===== src/hdl/lifn_pkg.sv =====
// ----------------------------------------------------------------------------
// lifn_pkg
// Shared widths, shift amounts, register codes and types for the encoded
// leaky integrate-and-fire neuron update pipeline.
// ----------------------------------------------------------------------------
package lifn_pkg;

  // Field widths
  localparam int IDX_W      = 8;
  localparam int DATA_W     = 32;
  localparam int INPUT_W    = 16;
  localparam int REFR_W     = 16;
  localparam int DECAY_W    = 16;
  localparam int CHIP_W     = 16;
  localparam int CORE_W     = 5;
  localparam int POP_W      = 11;
  localparam int TRACE_W    = 16;
  localparam int PROD_W     = DATA_W + INPUT_W;

  // Fixed-point shifts and key layout
  localparam int ENC_SHIFT   = 8;
  localparam int DECAY_SHIFT = 16;
  localparam int CORE_SHIFT  = 11;
  localparam int CHIP_SHIFT  = 16;
  localparam int TRACE_LSB   = DATA_W - TRACE_W;

  // Encoded input dimensions carried by the request (ports exist for two)
  localparam int INPUT_DIMENSIONS = 2;

  // Default population size
  localparam int NEURON_COUNT_DEF = 256;

  // Pipeline depth between request acceptance and the output register
  localparam int STAGE_COUNT = 6;

  // Configuration port
  localparam int CFG_IDX_W  = 3;
  localparam int CFG_DATA_W = 32;

  localparam logic [CFG_IDX_W-1:0] CFG_RESET_VOLTAGE     = 3'd0;
  localparam logic [CFG_IDX_W-1:0] CFG_DECAY_FRACTION    = 3'd1;
  localparam logic [CFG_IDX_W-1:0] CFG_THRESHOLD_VOLTAGE = 3'd2;
  localparam logic [CFG_IDX_W-1:0] CFG_REFRACTORY_TICKS  = 3'd3;
  localparam logic [CFG_IDX_W-1:0] CFG_CHIP_NUMBER       = 3'd4;
  localparam logic [CFG_IDX_W-1:0] CFG_CORE_NUMBER       = 3'd5;
  localparam logic [CFG_IDX_W-1:0] CFG_POPULATION_BASE   = 3'd6;

  // Configuration register set
  typedef struct packed {
    logic [DATA_W-1:0]  reset_voltage;
    logic [DECAY_W-1:0] decay_fraction;
    logic [DATA_W-1:0]  threshold_voltage;
    logic [REFR_W-1:0]  refractory_ticks;
    logic [CHIP_W-1:0]  chip_number;
    logic [CORE_W-1:0]  core_number;
    logic [POP_W-1:0]   population_base;
  } lifn_cfg_t;

  // Per-neuron state word
  typedef struct packed {
    logic [DATA_W-1:0] voltage;
    logic [REFR_W-1:0] refr;
  } lifn_state_t;

  // Stage load enables from the pipeline control
  typedef struct packed {
    logic [STAGE_COUNT:1] load;
    logic                 out_load;
  } lifn_ctrl_t;

endpackage


===== src/hdl/lifn_integrate.sv =====
// ----------------------------------------------------------------------------
// lifn_integrate
// Stages one to three: encoder products, input current sum, and the
// distance of the membrane voltage from its decay target.
// ----------------------------------------------------------------------------
module lifn_integrate
  import lifn_pkg::*;
(
  input  logic                      clk,
  input  lifn_ctrl_t                ctrl,
  input  lifn_cfg_t                 cfg,
  input  logic signed [DATA_W-1:0]  bias,
  input  logic signed [DATA_W-1:0]  encoder_first,
  input  logic signed [DATA_W-1:0]  encoder_second,
  input  logic signed [INPUT_W-1:0] input_first,
  input  logic signed [INPUT_W-1:0] input_second,
  input  lifn_state_t               s1_state,
  output logic [DATA_W-1:0]         s3_diff,
  output lifn_state_t               s3_state
);

  logic signed [DATA_W-1:0]  bias1_r, enc0_1_r, enc1_1_r;
  logic signed [INPUT_W-1:0] x0_1_r, x1_1_r;
  logic signed [PROD_W-1:0]  prod0_1, prod1_1;

  logic signed [PROD_W-1:0]  prod0_2_r, prod1_2_r;
  logic [DATA_W-1:0]         bias2_r;
  lifn_state_t               state2_r;
  logic [DATA_W-1:0]         term1_2;
  logic [DATA_W-1:0]         cur_2;

  logic [DATA_W-1:0]         cur3_r;
  lifn_state_t               state3_r;

  // Stage 1: capture the request
  always_ff @(posedge clk) begin
    if (ctrl.load[1]) begin
      bias1_r  <= bias;
      enc0_1_r <= encoder_first;
      enc1_1_r <= encoder_second;
      x0_1_r   <= input_first;
      x1_1_r   <= input_second;
    end
  end

  // Encoder times input, one multiplier per dimension
  assign prod0_1 = PROD_W'(enc0_1_r) * PROD_W'(x0_1_r);
  assign prod1_1 = PROD_W'(enc1_1_r) * PROD_W'(x1_1_r);

  // Stage 2: products and fetched state
  always_ff @(posedge clk) begin
    if (ctrl.load[2]) begin
      prod0_2_r <= prod0_1;
      prod1_2_r <= prod1_1;
      bias2_r   <= bias1_r;
      state2_r  <= s1_state;
    end
  end

  // Current = bias + sum of (product >>> 8), wrapping at 32 bits
  assign term1_2 = (INPUT_DIMENSIONS > 1) ? prod1_2_r[ENC_SHIFT +: DATA_W] : '0;
  assign cur_2   = bias2_r + prod0_2_r[ENC_SHIFT +: DATA_W] + term1_2;

  // Stage 3: current
  always_ff @(posedge clk) begin
    if (ctrl.load[3]) begin
      cur3_r   <= cur_2;
      state3_r <= state2_r;
    end
  end

  // Distance to the decay target
  assign s3_diff  = cfg.reset_voltage - state3_r.voltage + cur3_r;
  assign s3_state = state3_r;

endmodule


===== config.mk =====
export PLATFORM = sky130hd
export DESIGN_NAME = lifn_integrate
export DESIGN_NICKNAME = d
export VERILOG_FILES = /design/src/hdl/lifn_pkg.sv /design/src/hdl/lifn_integrate.sv
export SDC_FILE = /design/constraint.sdc
export NUM_CORES = 2
export LEC_CHECK = 0
export BUFFER_PORTS_ARGS = -buffer_cell sky130_fd_sc_hd__buf_2
export CORE_UTILIZATION = 55
export DETAILED_ROUTE_END_ITERATION = 6
export HOLD_SLACK_MARGIN = 0.05
export PLACE_DENSITY = 0.77
export SLEW_MARGIN = 20
export SYNTH_ARGS = -nofsm -noshare
export SYNTH_HDL_FRONTEND = slang
export SYNTH_SLANG_ARGS = --single-unit

===== constraint.sdc =====
create_clock -name clk -period 6.15 [get_ports clk]
set_clock_uncertainty 0.15 [all_clocks]
set_input_delay 0.3075 -clock clk [delete_from_list [all_inputs] [get_ports clk]]
set_output_delay 0.3075 -clock clk [all_outputs]
set_load 0.005 [all_outputs]

==> flow_metrics.env <==
export IMPL_status="finished with violations"
export IMPL_failed_checks="setup timing"
export IMPL_slowest_stage="fa_1"
export IMPL_htree_levels=2
export IMPL_r2r_cells=23
export IMPL_min_path_type="in2reg"
export IMPL_cp_top_family="adder cells"
export IMPL_maxCapViolCount=0
export IMPL_syn_area_um2=45490
export IMPL_fin_crit_sh_pct=107.2
export IMPL_syn_avg_cell_area_um2=10.22
export IMPL_ys_warn_count=0
export IMPL_stdcell_count=6310
export IMPL_rsz0062_at_grt="yes"
export IMPL_critPathMaxStageDelay_ps=550
export IMPL_max_slew_margin_pct=28.38
export IMPL_synthTopCellsByArea="fa_1 39%, edfxtp_1 23%, inv_1 9.3%, ha_1 7.3%, nand2_1 5.1%"
export IMPL_crit_chain="buf_4 -> and2_1 -> fa_1 -> inv_1 -> fa_1 -> inv_1 -> fa_1 -> fa_1 -> fa_1 -> inv_1 -> fa_1 -> inv_2 -> ha_4 -> nand2_2 -> or2_1 -> or3_4 -> a21oi_4 -> o211ai_4 -> a31o_4 -> a211oi_4 -> buf_4 -> nor3_2 -> xnor2_1"
export IMPL_portBuffers=291
export IMPL_first_global_vias=36333
export IMPL_cp_end_kind="flip-flop"
export IMPL_synthesis_nets=5913
export IMPL_avgRoutedWirePerCell_um=18.51
export IMPL_cts_buffer_depth=3
export IMPL_reg2reg_from="x1_1_r[10]$_DFFE_PP_"
export IMPL_netlist_area_leader_share_pct=38.86
export IMPL_dp_hpwl_um=90190
export IMPL_vias=33453
export IMPL_die_h_um=289.6
export IMPL_drtAntennaViolNets=0
export IMPL_drc_errors=0
export IMPL_arrival_ps=6810
export IMPL_grt_usage_pct=28.78
export IMPL_synthCells=4452
export IMPL_core_um2=81980
export IMPL_r2r_end="prod1_2_r[35]$_DFFE_PP_"
export IMPL_cp_max_fo=9
export IMPL_finalCriticalPeriod_ps=6591
export IMPL_crit_path_start="x1_1_r[10]$_DFFE_PP_"
export IMPL_dieArea_um2=83860
export IMPL_die_width_um=289.6
export IMPL_fmax_mhz=151.7
export IMPL_cts_tree="done"
export IMPL_synth_top_area_cell="fa_1"
export IMPL_wl_um=116800
export IMPL_viasPerCell=5.302
export IMPL_setup_slack_ps=-441.4
export IMPL_area_delta_synth_final_pct=21.62
export IMPL_hold_violations=0
export IMPL_clk_latency_ps=630
export IMPL_worst_pin_slew_ps=1074
export IMPL_synthArstFlopShare_pct=0
export IMPL_clkSinkCount=352
export IMPL_drive_gt1_share_pct=18.48
export IMPL_dr_pass1_iters=5
export IMPL_crit_top_cell="fa_1"
export IMPL_cts_buffers=45
export IMPL_holdWs_ps=63.41
export IMPL_num_io_pins=392
export IMPL_min_from="ctrl[2]"
export IMPL_finish_instance_area_um2=55320
export IMPL_fin_tns_setup_ps=-7703
export IMPL_synth_edff_count=352
export IMPL_dpl_cell_count=5970
export IMPL_num_rows=105
export IMPL_min_to="prod1_2_r[36]$_DFFE_PP_"
export IMPL_cp_data_required_time_ps=6370
export IMPL_grt_max_degree=93
export IMPL_drt_iter0_drc=2052
export IMPL_clk_pin_slew_worst_paths_ps=60
export IMPL_seq_area_frac_synth_pct=23.24
export IMPL_clock_root_buffer="clkbuf_16"
export IMPL_grt_ovfl_total=0
export IMPL_yosys_top_cells_count="1127 x inv_1, 883 x fa_1, 622 x nand2_1"
export IMPL_nNetsFinal=6664
export IMPL_slew_viol_final=0
export IMPL_hold_depth=1
export IMPL_worst_path_buf_inv=6
export IMPL_gp_congestion=0.9022
export IMPL_cp_start_kind="flip-flop"
export IMPL_synth_seq_cells=352
export IMPL_synth_cell_types=70
export IMPL_finalSetupViolCount=34
export IMPL_dpl_cell_area_um2=50270
export IMPL_synth_ff_type="edfxtp_1"
export IMPL_crit_type="reg2reg"
export IMPL_start_util_pct=55.49
export IMPL_grt_pass1_wl_um=186200
export IMPL_reg2reg_slack_ps=-440
export IMPL_antenna_found_initial=9
export IMPL_yosysMostFrequentCell="inv_1"
[how the worst max path moves through the flow]
stage | cells past startpoint | slack [ps] | end
after floorplan | 23 | -100 | prod1_2_r[37]$_DFFE_PP_
after global placement | 22 | -400 | prod1_2_r[37]$_DFFE_PP_
after detailed placement | 21 | -590 | prod1_2_r[37]$_DFFE_PP_
after CTS | 22 | -390 | prod1_2_r[37]$_DFFE_PP_
after global routing | 25 | -600 | prod1_2_r[37]$_DFFE_PP_
final | 23 | -440 | prod1_2_r[35]$_DFFE_PP_
[layout make-up]
class                           count  area (um^2)
Clock inverter                     35        491.7
Timing Repair Buffer              860         6589
Antenna cell                        2        5.005
Sequential cell                   352        10570
Inverter                         1129         4240
Clock buffer                       47         1134
Multi-Input combinational cell   2815        30950
Tap cell                         1070         1339
Fill cell                        6032        26660
[metal layers]
layer | track usage, % | vias to the layer above | share of wire, %
met1 | 35.24 | 16852 | 37
met5 | 0 | - | 0.037
met4 | 14.71 | 6 | 5.5
met3 | 4.035 | 412 | 6.9
li1 | - | 14832 | -
met2 | 49.82 | 1351 | 51
[cells by family (layout without fill, tap and decap cells)]
family                   count (synthesis)  count (layout)  share of synthesized area [%]
other                                    0               2                              0
AO/OA/AOI/OAI                          299             299                          4.305
flip-flops                             352             352                          23.24
buffers and inverters                 1285            2071                          10.61
AND/OR/NAND/NOR                       1206            1206                          12.57
XOR/XNOR                               158             158                          3.042
multiplexers                             3               3                        0.06602
adder cells (fa/ha/maj)               1149            1149                          46.18
[cell usage in the layout (no fill, tap or decap), types with 108 or more instances in the layout]
master / Yosys / routed
inv_1: 1127 / 1087
fa_1: 883 / 851
nand2_1: 622 / 609
edfxtp_1: 352 / 352
and2_1: 352 / 332
buf_4: 0 / 316
buf_2: 1 / 289
ha_1: 266 / 247
dlygate4sd3_1: 0 / 176
xnor2_1: 110 / 108
[metrics by stage]
| step | setup WS, ps | utilization (%) |
|---|---|---|
| detailed placement | -587.3 | 61.33 |
| finish | -441.4 | 67.48 |
| global route | -600.0 | 67.48 |
| global placement | -404.8 | 61.33 |
| CTS | -389.6 | 66.64 |
| floorplan | -102.4 | - |
[repair_timing]
item                       in CTS  in global routing
gates resized for setup       148                142
pin swaps                     103                102
hold endpoints to repair      176                  0
buffers inserted               57                 30
hold buffers                  176                  0
setup endpoints to repair      38                 47
Power is left out: the tool's default activity adds up to more than one toggle a clock period on the data nets, which glitch-free logic cannot reach.
