$ cat src/hdl/lifn_pkg.sv
// ----------------------------------------------------------------------------
// lifn_pkg
// Shared widths, shift amounts, register codes and types for the encoded
// leaky integrate-and-fire neuron update pipeline.
// ----------------------------------------------------------------------------
package lifn_pkg;

  // Field widths
  localparam int IDX_W      = 8;
  localparam int DATA_W     = 32;
  localparam int INPUT_W    = 16;
  localparam int REFR_W     = 16;
  localparam int DECAY_W    = 16;
  localparam int CHIP_W     = 16;
  localparam int CORE_W     = 5;
  localparam int POP_W      = 11;
  localparam int TRACE_W    = 16;
  localparam int PROD_W     = DATA_W + INPUT_W;

  // Fixed-point shifts and key layout
  localparam int ENC_SHIFT   = 8;
  localparam int DECAY_SHIFT = 16;
  localparam int CORE_SHIFT  = 11;
  localparam int CHIP_SHIFT  = 16;
  localparam int TRACE_LSB   = DATA_W - TRACE_W;

  // Encoded input dimensions carried by the request (ports exist for two)
  localparam int INPUT_DIMENSIONS = 2;

  // Default population size
  localparam int NEURON_COUNT_DEF = 256;

  // Pipeline depth between request acceptance and the output register
  localparam int STAGE_COUNT = 6;

  // Configuration port
  localparam int CFG_IDX_W  = 3;
  localparam int CFG_DATA_W = 32;

  localparam logic [CFG_IDX_W-1:0] CFG_RESET_VOLTAGE     = 3'd0;
  localparam logic [CFG_IDX_W-1:0] CFG_DECAY_FRACTION    = 3'd1;
  localparam logic [CFG_IDX_W-1:0] CFG_THRESHOLD_VOLTAGE = 3'd2;
  localparam logic [CFG_IDX_W-1:0] CFG_REFRACTORY_TICKS  = 3'd3;
  localparam logic [CFG_IDX_W-1:0] CFG_CHIP_NUMBER       = 3'd4;
  localparam logic [CFG_IDX_W-1:0] CFG_CORE_NUMBER       = 3'd5;
  localparam logic [CFG_IDX_W-1:0] CFG_POPULATION_BASE   = 3'd6;

  // Configuration register set
  typedef struct packed {
    logic [DATA_W-1:0]  reset_voltage;
    logic [DECAY_W-1:0] decay_fraction;
    logic [DATA_W-1:0]  threshold_voltage;
    logic [REFR_W-1:0]  refractory_ticks;
    logic [CHIP_W-1:0]  chip_number;
    logic [CORE_W-1:0]  core_number;
    logic [POP_W-1:0]   population_base;
  } lifn_cfg_t;

  // Per-neuron state word
  typedef struct packed {
    logic [DATA_W-1:0] voltage;
    logic [REFR_W-1:0] refr;
  } lifn_state_t;

  // Stage load enables from the pipeline control
  typedef struct packed {
    logic [STAGE_COUNT:1] load;
    logic                 out_load;
  } lifn_ctrl_t;

endpackage

$ cat src/hdl/lifn_leak_fire.sv
// ----------------------------------------------------------------------------
// lifn_leak_fire
// Stages four to six and the output register: leak multiply, voltage update
// and threshold test, spike handling and routing key.
// ----------------------------------------------------------------------------
module lifn_leak_fire
  import lifn_pkg::*;
(
  input  logic                      clk,
  input  lifn_ctrl_t                ctrl,
  input  lifn_cfg_t                 cfg,
  input  logic [DATA_W-1:0]         s3_diff,
  input  lifn_state_t               s3_state,
  input  logic [IDX_W-1:0]          s6_idx,
  output lifn_state_t               wb_state,
  output logic [IDX_W-1:0]          out_neuron_number,
  output logic                      out_spiked,
  output logic [DATA_W-1:0]         out_routing_key,
  output logic signed [TRACE_W-1:0] out_voltage_trace
);

  logic signed [DATA_W-1:0] diff4_r;
  lifn_state_t              state4_r;
  logic signed [PROD_W-1:0] leak_4;

  logic [DATA_W-1:0]        delta5_r;
  lifn_state_t              state5_r;
  logic [DATA_W-1:0]        vupd_5;
  logic                     fire_5;

  logic [DATA_W-1:0]        vupd6_r;
  logic [REFR_W-1:0]        refr6_r;
  logic                     fire6_r;
  logic [DATA_W-1:0]        vfin_6;
  logic [REFR_W-1:0]        refr_6;
  logic [DATA_W-1:0]        key_6;

  logic [IDX_W-1:0]         nn_r;
  logic                     spk_r;
  logic [DATA_W-1:0]        key_r;
  logic [TRACE_W-1:0]       trace_r;

  // Stage 4: leak multiply, fraction is unsigned
  always_ff @(posedge clk) begin
    if (ctrl.load[4]) begin
      diff4_r  <= s3_diff;
      state4_r <= s3_state;
    end
  end

  assign leak_4 = PROD_W'(diff4_r) * PROD_W'($signed({1'b0, cfg.decay_fraction}));

  // Stage 5: delta = product >>> 16
  always_ff @(posedge clk) begin
    if (ctrl.load[5]) begin
      delta5_r <= leak_4[DECAY_SHIFT +: DATA_W];
      state5_r <= state4_r;
    end
  end

  // Integrate only when not refractory; threshold test in every case
  assign vupd_5 = (state5_r.refr == '0) ? state5_r.voltage + delta5_r : state5_r.voltage;
  assign fire_5 = $signed(vupd_5) >= $signed(cfg.threshold_voltage);

  // Stage 6: spike handling
  always_ff @(posedge clk) begin
    if (ctrl.load[6]) begin
      vupd6_r <= vupd_5;
      refr6_r <= state5_r.refr;
      fire6_r <= fire_5;
    end
  end

  always_comb begin
    if (fire6_r) begin
      vfin_6 = cfg.reset_voltage + vupd6_r - cfg.threshold_voltage;
      refr_6 = cfg.refractory_ticks;
      key_6  = (DATA_W'(cfg.chip_number) << CHIP_SHIFT)
             | (DATA_W'(cfg.core_number) << CORE_SHIFT)
             | DATA_W'(cfg.population_base)
             | DATA_W'(s6_idx);
    end else begin
      vfin_6 = vupd6_r;
      refr_6 = (refr6_r == '0) ? refr6_r : refr6_r - 1'b1;
      key_6  = '0;
    end
  end

  assign wb_state.voltage = vfin_6;
  assign wb_state.refr    = refr_6;

  // Output register
  always_ff @(posedge clk) begin
    if (ctrl.out_load) begin
      nn_r    <= s6_idx;
      spk_r   <= fire6_r;
      key_r   <= key_6;
      trace_r <= vfin_6[TRACE_LSB +: TRACE_W];
    end
  end

  assign out_neuron_number = nn_r;
  assign out_spiked        = spk_r;
  assign out_routing_key   = key_r;
  assign out_voltage_trace = $signed(trace_r);

endmodule

$ cat config.mk
export PLATFORM = sky130hd
export DESIGN_NAME = lifn_leak_fire
export DESIGN_NICKNAME = d
export VERILOG_FILES = /design/src/hdl/lifn_pkg.sv /design/src/hdl/lifn_leak_fire.sv
export SDC_FILE = /design/constraint.sdc
export NUM_CORES = 2
export LEC_CHECK = 0
export BUFFER_PORTS_ARGS = -buffer_cell sky130_fd_sc_hd__buf_2
export CORE_MARGIN = 1
export CORE_UTILIZATION = 40
export CTS_BUF_LIST = sky130_fd_sc_hd__clkbuf_2 sky130_fd_sc_hd__clkbuf_4 sky130_fd_sc_hd__clkbuf_8
export CTS_CLUSTER_SIZE = 24
export DETAILED_ROUTE_END_ITERATION = 8
export GPL_TIMING_DRIVEN = 0
export PLACE_DENSITY = 0.63
export SYNTH_ARGS = -nofsm -noshare
export SYNTH_HDL_FRONTEND = slang
export SYNTH_SLANG_ARGS = --single-unit
$ cat constraint.sdc
create_clock -name clk -period 9.3 [get_ports clk]
set_input_delay 0.93 -clock clk [delete_from_list [all_inputs] [get_ports clk]]
set_output_delay 0.93 -clock clk [all_outputs]
set_load 0.005 [all_outputs]
==> summary.md <==
| Metric | Value |
|---|---|
| Worst hold slack | 412 ps |
| Initial Utilization | 40.4% |
| Internal reg-to-reg setup slack | 1710 ps |
| Post-cts hold buffer count | 0 |
| Commonest cells after routing, fill and taps aside | inv_1 (698), fa_1 (514), nand2_1 (386) |
| # H-tree levels | 2 |
| Crit path required time | 9680 ps |
| Endpoints failing setup | 0 |
| Layout cells sized above 1 | 12.3% |
| Tot GR Track Use | 21.5% |
| Worst Setup End Kind | register |
| PortBufs | 325 |
| CTS tree | built |
| Flip-flop and latch count after synthesis | 266 |
| CP peak stage delay | 580 ps |
| Routability cong. | 0.948 |
| DR vias/cell | 4.82 |
| Slowest cell on crit path | edfxtp_1 |
| Synthesized area per cell | 10.1 µm² |
| Reg2Reg Launch Point | diff4_r[15] |
| Grt total ovfl | 0 |
| Critical path peak fanout | 10 |
| First-pass DRT Iterations | 5 |
| Tcrit/Tclk final | 81.6% |
| Via Count | 21,900 |
| Hold endpoint | state5_r[1] |
| Most frequent CP cell | fa_1 |
| Sequential fraction of the synthesis area | 25.6% |
| Max-slew violations | 0 |
| Final wirelength | 83.4 mm |
| Synth-to-Final Area Change | 12.7% |
| Hold Vio Cnt, Final | 0 |
| CP Launch Type | register |
| Syn Nets | 4,034 |
| Vias in the first global route | 22,900 |
| Critical Path AT | 7980 ps |
| Setup Fix Bufs, Post-CTS | 0 |
| Max Clk Rate | 132 MHz |
| Hold depth | 0 |
| Kind of critical path | register to register |
| Crit-path cells | clkbuf_1 -> nand2_1 -> fa_1 -> fa_1 -> fa_1 -> inv_1 -> fa_1 -> fa_1 -> inv_1 -> fa_1 -> inv_1 -> ha_1 -> and4_1 -> nor3b_1 -> o31ai_1 -> and2_1 -> o21ai_2 -> a31oi_1 -> o31ai_1 -> o221a_2 -> nor2_1 -> xnor2_1 |
| Placed inst area | 0.0342 mm² |
| Post-DP HPWL | 69.7 mm |
| Post_cts resized | 0 |
| Die Wd | 281 µm |
| Routed length per instance | 18.3 µm |
| HP Start | state4_r[1] |
| # rows | 102 |
| Largest net degree at the start of global routing | 72 |
| Final Util | 45.5% |
| Slew margin rel. | 16.9% |
| Mapped Cells | 3,087 |
| Reg2reg path depth | 22 |
| Post-synth EDFFs | 266 |
| I/O Pins | 329 |
| Post-synth top area share | 32.9% |
| Max clock buf depth | 3 |
| Setup TNS | 0 ps |
| Most used flip-flop cell after synthesis | edfxtp_1 |
| Synth unique cells | 69 |
| Commonest non-fill, non-tap cell in the layout | inv_1 |
| Slew @ Worst Pin | 1250 ps |
| Clk pin slew, worst setup/hold paths | 60 ps |
| Async SR Flop Fraction | 0% |
| Cell Area, Synth | 0.0312 mm² |
| Post-synth top area cell | fa_1 |
| Clock Sinks | 266 |
| CP startpoint | diff4_r[15] |
| Detailed router's first-iteration violation count | 1,438 |
| Final Skew | 35.0 ps |
| DRC | 0 |
| Worst flop-to-flop path endpoint | delta5_r[24] |
| Post-route ant nets | 0 |
| CTS root buf | clkbuf_8 |
| Final Cell Area | 0.0352 mm² |
| Initial antenna violation count | 14 |
| First-pass GRT wire length | 129 mm |
| RSZ-0062 raised after global routing | false |
| Die ar. | 0.0792 mm² |
| Leading post-synthesis cells by cell area | fa_1 (33%), edfxtp_1 (26%), inv_1 (8.4%), ha_1 (8.4%), and2_1 (5.1%) |
| Max-cap violations | 0 |
| CTS buffer count | 47 |
| Clk Latency, worst-skew pair | 660 ps |
| Die height | 281 µm |
| Worst hold path class | register to register |
| Fin crit period | 7590 ps |
| Status | complete, no violations |
| Layout Nets | 4,410 |
| Yosys warns | 0 |
| Area of the core | 0.0773 mm² |
worst max-delay path: cells and delay by family, from the launching register on:
kind,cells,cell delay [ps]
adder cells (fa/ha/maj),7,3410
AO/OA/AOI/OAI,5,1450
AND/OR/NAND/NOR,5,1030
buffers and inverters,4,720
flip-flops,1,580
XOR/XNOR,1,120
synth_stat cells (4+ instances only):
master	instances
a31oi_1	11
fa_1	514
and3_1	7
a211oi_1	11
a211o_1	7
edfxtp_1	266
xnor2_1	63
o21ai_0	89
nand2_1	386
nor3b_1	4
a21oi_1	78
nand4_1	15
nand2b_1	18
mux2i_1	7
xor2_1	37
clkbuf_1	100
or3_1	4
mux2_2	7
o21a_1	19
and2_1	253
inv_1	698
a41oi_1	4
nor2b_1	17
nor3_1	14
nand3_1	13
nor4_1	10
ha_1	209
nor2_1	73
a21o_1	64
o21ai_1	20
o31ai_1	8
o21bai_1	7
o211ai_1	4
sequential cells by signal, indices dropped and copies added, names as in the netlist:
name,cells
vupd6_r,32
state4_r,48
out_neuron_number,8
diff4_r,32
refr6_r,16
out_spiked,1
out_routing_key,32
delta5_r,32
state5_r,48
out_voltage_trace,16
fire6_r,1
worst max path at each step:
stage | endpoint | slack [ps] | depth (start not counted)
after floorplan | delta5_r[24] | 2550 | 22
after global placement | delta5_r[24] | 1170 | 23
after detailed placement | delta5_r[24] | 1070 | 23
after CTS | delta5_r[24] | 1680 | 22
after global routing | delta5_r[24] | 1320 | 22
final | delta5_r[24] | 1710 | 22
stage by stage:
step | setup WS (ps) | std cells
2_1_floorplan | 2550 | 3087
3_3_place_gp | 1170 | 4452
3_5_place_dp | 1070 | 4454
4_1_cts | 1680 | 4541
5_1_grt | 1320 | 4545
6_report | 1710 | 4547
per-layer routing:
layer	GRT usage (%)	wire [µm]	vias up	share of wire [%]
met1	28.2	35100	10700	42
met5	0	55	-	0.066
met2	34.7	38000	779	46
li1	-	-	10300	-
met4	6.27	2340	10	2.8
met3	5.80	7890	134	9.5
cell type report:
class	count	area, µm²
Antenna cell	6	15.0
Buffer	105	400
Clock buffer	60	744
Clock inverter	27	235
Fill cell	7500	42100
Inverter	698	2620
Multi-Input combinational cell	2018	20200
Sequential cell	266	7990
Tap cell	1040	1300
Timing Repair Buffer	327	1690
logic make-up after synthesis:
kind of cell    after synthesis  share of synthesized area, %
mux                          14                         0.477
simple gates                834                          13.1
flops                       266                          25.6
buf+inv                     803                          9.67
compound gates              347                          7.06
xor+xnor                    100                          2.80
fa+ha+maj                   723                          41.3
Power is not shown: default switching activity piles up to over one toggle a cycle in this logic, so the estimate is an artifact.
